[src/sv/efws_pkg.sv]
// Shared types and constants for the earliest-free worker scheduler.
// No dependencies; imported by every module of the block.
`default_nettype none

package efws_pkg;

  localparam int unsigned TimeW          = 48;
  localparam int unsigned DurW           = 32;
  localparam int unsigned CfgW           = 5;
  localparam int unsigned OutIdxW        = 4;
  localparam int unsigned IdxMaxW        = 8;   // holds any worker index up to 255
  localparam int unsigned NumWorkersDef  = 16;
  localparam int unsigned InDataW        = 32;
  localparam int unsigned OutDataW       = 56;  // 4 + 48 bits, padded to whole bytes

  // Running minimum handed from cell to cell.
  typedef struct packed {
    logic               valid;
    logic [TimeW-1:0]   value;
    logic [IdxMaxW-1:0] idx;
  } cand_t;

  // Finish-time update broadcast to all cells.
  typedef struct packed {
    logic               en;
    logic [IdxMaxW-1:0] idx;
    logic [TimeW-1:0]   value;
  } wr_t;

endpackage

`default_nettype wire

[src/sv/earliest_free_worker_scheduler_core.sv]
// Earliest-free worker scheduler: one job in, one (worker, start time) out.
// While unused workers remain, a job goes to the next unused worker with
// start time zero; once all are in use, the minimum search runs over the row
// of cells that passes the running minimum one cell per cycle.
// One job at a time: the next job is accepted the cycle after the
// result is loaded.
// Reset (async, active low) zeroes all finish times and sets 1 worker in use.
`default_nettype none

module earliest_free_worker_scheduler_core
  import efws_pkg::*;
#(
  parameter int unsigned NUM_WORKERS = NumWorkersDef
) (
  input  logic                clk_i,
  input  logic                rst_ni,
  // configuration: workers_in_use
  input  logic                cfg_valid_i,
  output logic                cfg_ready_o,
  input  logic [CfgW-1:0]     cfg_data_i,
  // job input
  input  logic                s_axis_tvalid,
  output logic                s_axis_tready,
  input  logic [InDataW-1:0]  s_axis_tdata,   // [31:0] job_duration
  // result output
  output logic                m_axis_tvalid,
  input  logic                m_axis_tready,
  output logic [OutDataW-1:0] m_axis_tdata,   // [3:0] assigned_worker, [51:4] job start
  output logic                m_axis_tuser    // [0] time_saturated
);

  localparam int unsigned CntW = (NUM_WORKERS > 1) ? $clog2(NUM_WORKERS) : 1;
  localparam int unsigned EnW  = $clog2(NUM_WORKERS + 1);
  localparam int unsigned CmpW = (EnW > CfgW) ? EnW : CfgW;

  localparam logic [1:0] S_IDLE  = 2'd0;
  localparam logic [1:0] S_SWEEP = 2'd1;
  localparam logic [1:0] S_FIN   = 2'd2;

  logic [1:0]         state_q, state_d;
  logic [CfgW-1:0]    cfg_q;
  logic [EnW-1:0]     started_q, started_d;
  logic [CntW-1:0]    cnt_q, cnt_d;
  logic [DurW-1:0]    dur_q;
  logic               use_chain_q;
  logic [IdxMaxW-1:0] pick_q;
  logic [EnW-1:0]     n_eff;
  logic               s_fire;
  logic               fin_go;

  cand_t              cand [NUM_WORKERS+1];
  wr_t                wr;

  logic [IdxMaxW-1:0] fin_idx;
  logic [TimeW-1:0]   fin_start;
  logic [TimeW:0]     sum;
  logic               sat;
  logic [IdxMaxW+OutIdxW-1:0] idx_ext;

  logic               out_valid_q;
  logic [OutIdxW-1:0] out_worker_q;
  logic [TimeW-1:0]   out_start_q;
  logic               out_sat_q;

  // Clamp the configured worker count to 1..NUM_WORKERS.
  always_comb begin
    if (cfg_q == '0) begin
      n_eff = EnW'(1);
    end else if (CmpW'(cfg_q) > CmpW'(NUM_WORKERS)) begin
      n_eff = EnW'(NUM_WORKERS);
    end else begin
      n_eff = EnW'(cfg_q);
    end
  end

  assign cfg_ready_o = 1'b1;

  always_ff @(posedge clk_i or negedge rst_ni) begin
    if (!rst_ni) begin
      cfg_q <= CfgW'(1);
    end else if (cfg_valid_i) begin
      cfg_q <= cfg_data_i;
    end
  end

  // Row of cells; the last cell's register carries the minimum.
  assign cand[0] = '0;

  for (genvar i = 0; i < NUM_WORKERS; i++) begin : g_cell
    efws_cell #(
      .CellIdx(i)
    ) u_cell (
      .clk_i  (clk_i),
      .rst_ni (rst_ni),
      .en_i   (EnW'(i) < n_eff),
      .cand_i (cand[i]),
      .wr_i   (wr),
      .cand_o (cand[i+1])
    );
  end

  assign s_axis_tready = (state_q == S_IDLE);
  assign s_fire        = s_axis_tvalid && s_axis_tready;
  assign fin_go        = (state_q == S_FIN) && (!out_valid_q || m_axis_tready);

  assign fin_idx   = use_chain_q ? cand[NUM_WORKERS].idx   : pick_q;
  assign fin_start = use_chain_q ? cand[NUM_WORKERS].value : '0;
  assign sum       = {1'b0, fin_start} + (TimeW+1)'(dur_q);
  assign sat       = sum[TimeW];
  assign idx_ext   = {{OutIdxW{1'b0}}, fin_idx};

  always_comb begin
    wr.en    = fin_go;
    wr.idx   = fin_idx;
    wr.value = sat ? {TimeW{1'b1}} : sum[TimeW-1:0];
  end

  always_comb begin
    state_d   = state_q;
    started_d = started_q;
    cnt_d     = cnt_q;
    case (state_q)
      S_IDLE: begin
        if (s_fire) begin
          cnt_d = '0;
          if (started_q < n_eff) begin
            started_d = started_q + EnW'(1);
            state_d   = S_FIN;
          end else begin
            state_d   = S_SWEEP;
          end
        end
      end
      S_SWEEP: begin
        // Wait until the minimum has walked the whole row.
        if (cnt_q == CntW'(NUM_WORKERS - 1)) begin
          state_d = S_FIN;
        end else begin
          cnt_d = cnt_q + CntW'(1);
        end
      end
      S_FIN: begin
        if (fin_go) begin
          state_d = S_IDLE;
        end
      end
      default: begin
        state_d = S_IDLE;
      end
    endcase
  end

  always_ff @(posedge clk_i or negedge rst_ni) begin
    if (!rst_ni) begin
      state_q     <= S_IDLE;
      started_q   <= '0;
      cnt_q       <= '0;
      out_valid_q <= 1'b0;
    end else begin
      state_q   <= state_d;
      started_q <= started_d;
      cnt_q     <= cnt_d;
      if (fin_go) begin
        out_valid_q <= 1'b1;
      end else if (m_axis_tready) begin
        out_valid_q <= 1'b0;
      end
    end
  end

  always_ff @(posedge clk_i) begin
    if (s_fire) begin
      dur_q       <= s_axis_tdata[DurW-1:0];
      use_chain_q <= !(started_q < n_eff);
      pick_q      <= IdxMaxW'(started_q);
    end
    if (fin_go) begin
      out_worker_q <= idx_ext[OutIdxW-1:0];
      out_start_q  <= fin_start;
      out_sat_q    <= sat;
    end
  end

  assign m_axis_tvalid = out_valid_q;
  assign m_axis_tdata  = {{(OutDataW-OutIdxW-TimeW){1'b0}}, out_start_q, out_worker_q};
  assign m_axis_tuser  = out_sat_q;

endmodule

`default_nettype wire

[src/sv/efws_cell.sv]
// One worker cell: holds the worker's finish time and folds it into the
// running minimum passed down the row. Depends on efws_pkg.
`default_nettype none

module efws_cell
  import efws_pkg::*;
#(
  parameter int unsigned CellIdx = 0
) (
  input  logic  clk_i,
  input  logic  rst_ni,
  input  logic  en_i,
  input  cand_t cand_i,
  input  wr_t   wr_i,
  output cand_t cand_o
);

  logic [TimeW-1:0] time_q;
  cand_t            cand_q;
  cand_t            cand_d;
  logic             take;

  // Strict compare keeps the lower index on a tie.
  assign take = en_i && (!cand_i.valid || (time_q < cand_i.value));

  always_comb begin
    if (take) begin
      cand_d.valid = 1'b1;
      cand_d.value = time_q;
      cand_d.idx   = IdxMaxW'(CellIdx);
    end else begin
      cand_d = cand_i;
    end
  end

  always_ff @(posedge clk_i or negedge rst_ni) begin
    if (!rst_ni) begin
      time_q <= '0;
      cand_q <= '0;
    end else begin
      cand_q <= cand_d;
      if (wr_i.en && (wr_i.idx == IdxMaxW'(CellIdx))) begin
        time_q <= wr_i.value;
      end
    end
  end

  assign cand_o = cand_q;

endmodule

`default_nettype wire
[config.mk]
export PLATFORM = sky130hd
export DESIGN_NAME = earliest_free_worker_scheduler_core
export DESIGN_NICKNAME = d
export VERILOG_FILES = /design/src/sv/efws_pkg.sv /design/src/sv/earliest_free_worker_scheduler_core.sv /design/src/sv/efws_cell.sv
export SDC_FILE = /design/constraint.sdc
export NUM_CORES = 2
export LEC_CHECK = 0
export BUFFER_PORTS_ARGS = -buffer_cell sky130_fd_sc_hd__buf_2
export CAP_MARGIN = 20
export CELL_PAD_IN_SITES_DETAIL_PLACEMENT = 1
export CELL_PAD_IN_SITES_GLOBAL_PLACEMENT = 1
export CORE_ASPECT_RATIO = 1.75
export CORE_MARGIN = 2
export CORE_UTILIZATION = 26
export DETAILED_ROUTE_END_ITERATION = 12
export GPL_TIMING_DRIVEN = 0
export PLACE_DENSITY = 0.5
export SLEW_MARGIN = 10
export SYNTH_ARGS = -nofsm -noshare
export SYNTH_HDL_FRONTEND = slang
export SYNTH_HIERARCHICAL = 1
export SYNTH_SLANG_ARGS = --single-unit
[constraint.sdc]
create_clock -name clk_i -period 5.6 [get_ports clk_i]
set_input_delay 0.56 -clock clk_i [delete_from_list [all_inputs] [get_ports clk_i]]
set_output_delay 0.56 -clock clk_i [all_outputs]
set_load 0.03 [all_outputs]
Word level (Yosys, flattened, before mapping) --
Cells that the tools add are included.
Word-level totals: logic and storage cells 237, bits in registers 1787, input bits 42
Operators by class: reductions and logical operators 74, mux-type cells 31, $add $sub $neg 3, order comparisons 33, equal/unequal tests 22
Operators by type and width (count):
- $mux W57 | 15
- $lt A48 B48 Y1 | 15
- $mux W48 | 2
- $eq A8 B4 Y1 const B | 8
- $mux W56 | 1
- $add A48 B32 Y49 | 1
- $lt A4 B5 Y1 const A | 8
- $logic_and A1 B1 Y1 | 33
- $eq A8 B3 Y1 const B | 4
- $lt A3 B5 Y1 const A | 4
- $logic_not A1 Y1 | 17
- $eq A8 B2 Y1 const B | 2
- $logic_or A1 B1 Y1 | 16
- $lt A1 B5 Y1 const A | 2
- $lt A2 B5 Y1 const A | 2
- $mux W5 | 2
- $reduce_and A3 Y1 | 3
- $eq A8 B1 Y1 const B | 1
- $logic_not A8 Y1 | 1
- $mux W2 | 4
- $mux W4 | 2
- $mux W8 | 1
- $pmux W4 S2 | 1
- $ne A2 B2 Y1 const B | 3
- other kinds (13) | 15

Depth between registers and ports, before layout --
depth after elaboration 7, depth in mapped cells 16

Modules after synthesis --
The synthesis kept the hierarchy.
By module, submodules not included:
- efws_cell (g_cell[10].u_cell ...) | area each 5250.0 um^2, seq. area each 2627.5 um^2, times used 5, cells an instance 399
- efws_cell (g_cell[11].u_cell ...) | area each 5253.8 um^2, seq. area each 2627.5 um^2, times used 4, cells an instance 400
- efws_cell (g_cell[2].u_cell ...) | area each 5247.5 um^2, seq. area each 2627.5 um^2, times used 3, cells an instance 399
- earliest_free_worker_scheduler_core | area each 6468.7 um^2, seq. area each 3159.3 um^2, times used 1, cells an instance 626
- efws_cell (g_cell[15].u_cell) | area each 5261.3 um^2, seq. area each 2627.5 um^2, times used 1, cells an instance 399
- efws_cell (g_cell[3].u_cell) | area each 5247.5 um^2, seq. area each 2627.5 um^2, times used 1, cells an instance 400
- efws_cell (g_cell[0].u_cell) | area each 5245.0 um^2, seq. area each 2627.5 um^2, times used 1, cells an instance 399
- efws_cell (g_cell[1].u_cell) | area each 5185.0 um^2, seq. area each 2627.5 um^2, times used 1, cells an instance 403

Worst setup path after synthesis --
No wires, ideal clock.
path kind input to register, start input m_axis_tready, end register g_cell[15].u_cell.time_q[27], setup time 125 ps, arrival 5199 ps, path slack 276 ps, stages 7, required time 5475 ps, path buffers 2, cell sequence nand2b_1 nor2b_1 or4b_1 nor4b_2 buf_2 buf_2 mux2_2
Between the ends: word-level cells in the longest chain between the ends 3
RTL lines:
- from (decl) | line earliest_free_worker_scheduler_core.sv:27 | input logic m_axis_tready,
- $logic_or A1 B1 Y1 | line earliest_free_worker_scheduler_core.sv:104 | assign fin_go = (state_q == S_FIN) && (!out_valid_q || m_axis_tready);
- $logic_and A1 B1 Y1 | line earliest_free_worker_scheduler_core.sv:104
- net fin_go | line earliest_free_worker_scheduler_core.sv:49 | logic fin_go;
- $logic_and A1 B1 Y1 | line efws_cell.sv:42 | if (wr_i.en && (wr_i.idx == IdxMaxW'(CellIdx))) begin
- to (signal assigned) | line efws_cell.sv:43 | time_q <= wr_i.value;
- to (decl) | line efws_cell.sv:18 | logic [TimeW-1:0] time_q;
The timed path passes the listed nets, and every way through them passes these cells. A chain may end at the register's enable or synchronous reset.

==> summary.txt <==
CP endpoint kind -> flop
critical-path maximum fanout -> 19
CTS Sinks -> 1787
Initial DRC Count -> 1766
status -> finished clean
final setup vio count -> 0
worst slew pin tran -> 1.03 ns
P_leak -> 50.4 nW
# rows -> 286
DRT Wirelength -> 226000 µm
DIE AREA -> 353000 µm²
yosys warns -> 6
vias post-DR -> 53383
H-tree levels -> 4
Post-DP HPWL -> 179000 µm
Worst EP required -> 6.29 ns
period utilization -> 99.5%
antenna violations before repair -> 2
num ports -> 102
pin count of the biggest net entering global routing -> 143
register area -> 45200 µm²
Longest Clk Path Bufs -> 4
CTS tree -> yes
root cell of the clock tree -> clkbuf_16
ANT nets after route -> 0
final hold vios -> 0
total power -> 55.7 mW
skew final -> 0.0347 ns
vias in the first global route -> 61246
fmax -> 179 MHz
fillers -> 37641
Total Routing Usage GR -> 12.9%
CP Launch Type -> flop
Worst slew margin -> 30.9%
Core ar. -> 346000 µm²
die width -> 450 µm
Die Y -> 784 µm
maxcap violations -> 0
final core occ -> 30.1%
HP Class -> in2reg
Starting Density -> 26.1%
Area Growth Syn to Fin -> 15.4%
crit path kind -> reg2reg
Routed WL per cell -> 18.5 µm
count of input and output buffers -> 95
1st-pass router iterations -> 4
nets@finish -> 8315
DRC Markers -> 0
RePlAce Congestion -> 0.891
Synth Area per Inst -> 12.9 µm²
maximum vdd drop -> 0.375 mV
Clk Latency, worst-skew pair -> 0.83 ns
share of layout cells above drive strength 1 -> 29.2%
gr ovfl total -> 0
vias per inst -> 4.37
P per Cell Area -> 534 nW/µm²
first-pass GRT wire length -> 351000 µm
Post-Syn Instances -> 7017
Worst-path clk slew -> 0.06 ns
Slew Limit Fails -> 0
area of the multi-input gates -> 40700 µm²
RSZ-0062 raised after global routing -> yes
CTS Buf Count -> 183
Crit path arrival time -> 6.27 ns
Mapped Area -> 90400 µm²
min cycle time layout -> 5.57 ns
-- what timing repair did --
item	in CTS	in global routing
gates resized for setup	41	6
hold buffers	37	0
setup buffers	0	1
hold endpoints to repair	127	0
setup endpoints to repair	769	487
gates cloned	0	0
-- power by group --
part / internal, mW / switching [mW]
Sequential: 16.1 / 1.82
Clock: 7.08 / 5.23
Combinational: 11.8 / 13.6
Total: 35.1 / 20.6
-- state kept, by name, indices dropped and copies added, names as in the netlist --
| signal | cells |
|---|---|
| cfg_q | 5 |
| cnt_q | 4 |
| dur_q | 32 |
| g_cell.u_cell/cand_o | 911 |
| g_cell.u_cell/time_q | 768 |
| m_axis_tuser | 1 |
| m_axis_tvalid | 1 |
| out_start_q | 48 |
| out_worker_q | 4 |
| pick_q | 5 |
| started_q | 5 |
| state_q | 2 |
| use_chain_q | 1 |
-- layout by cell type, fill, tap and decap left out, types with 39 or more instances in the layout --
cell type / count
clkbuf_8: 42
nor2_1: 126
clkbuf_1: 63
a21oi_1: 388
mux2_4: 633
o21ai_0: 160
edfxtp_1: 91
conb_1: 114
ha_1: 790
or2_2: 50
dfrtp_1: 1695
nand2_1: 342
buf_2: 137
nand3_1: 50
nand2b_1: 39
clkbuf_16: 189
buf_1: 45
a21o_1: 41
mux2_2: 912
buf_12: 65
and2_1: 49
nor2b_1: 96
nand4_1: 64
inv_1: 824
-- worst max-delay path, cell delays in order, from the launching register on --
cell and delay (ns):
edfxtp_1 0.54, buf_4 0.30, clkbuf_2 0.28, and2_1 0.23
ha_1 0.22, fa_1 0.42, a21oi_1 0.22, nor2_1 0.14
o41a_1 0.49, a211o_1 0.58, nand4_1 0.32, a21o_4 0.30
buf_4 0.34, buf_4 0.30, nand2_2 0.33, mux2_2 0.39
-- layer usage --
| layer | vias to the layer above | routed length, µm | share of wire, % | GRT usage, % |
|---|---|---|---|---|
| met2 | 581 | 137000 | 61 | 28.0 |
| met1 | 27220 | 69600 | 31 | 10.8 |
| li1 | 25176 | - | - | - |
| met4 | 0 | 14600 | 6.5 | 7.35 |
| met3 | 406 | 4320 | 1.9 | 1.17 |
| met5 | - | 0 | 0 | 0 |
-- layout make-up --
type / count / area share, %
sequential: 1787 / 43.3
multi-input combinational: 4308 / 39.1
tap: 4608 / 5.53
clock buffer: 268 / 5.22
inverter: 826 / 2.97
buffer: 207 / 1.91
timing repair buffer: 169 / 1.52
clock inverter: 49 / 0.456
antenna: 2 / 0.00480
-- stage by stage --
step / area (µm²) / cells / TNS [ns] / worst slack [ns] / hold slack [ns]
4_1_cts: 104000 / 12221 / 0 / 0.0273 / 0.0116
2_1_floorplan: 90800 / 7129 / 0 / 0.276 / 0.264
6_report: 104000 / 12224 / 0 / 0.0269 / 0.0711
5_1_grt: 104000 / 12224 / -14.71 / -0.0717 / 0.0657
3_5_place_dp: 97800 / 11868 / -969.03 / -1.75 / 0.422
3_3_place_gp: 97000 / 11832 / - / -35.47 / 0.420
-- worst paths after layout --
kind	start	end	slack, ns	cells past startpoint
max	use_chain_q	g_cell[1].u_cell/time_q[32]	0.03	15
min	m_axis_tready	m_axis_tvalid	0.07	3
max reg2reg	use_chain_q	g_cell[1].u_cell/time_q[32]	0.03	15
min reg2reg	g_cell[2].u_cell/cand_o[0]	g_cell[3].u_cell/cand_o[0]	0.42	1
max in group asynchronous	rst_ni	g_cell[0].u_cell/cand_o[19]	1.74	7
min in group asynchronous	rst_ni	g_cell[13].u_cell/cand_o[4]	0.28	2
Note: power is estimated with default switching activity, not from simulation.
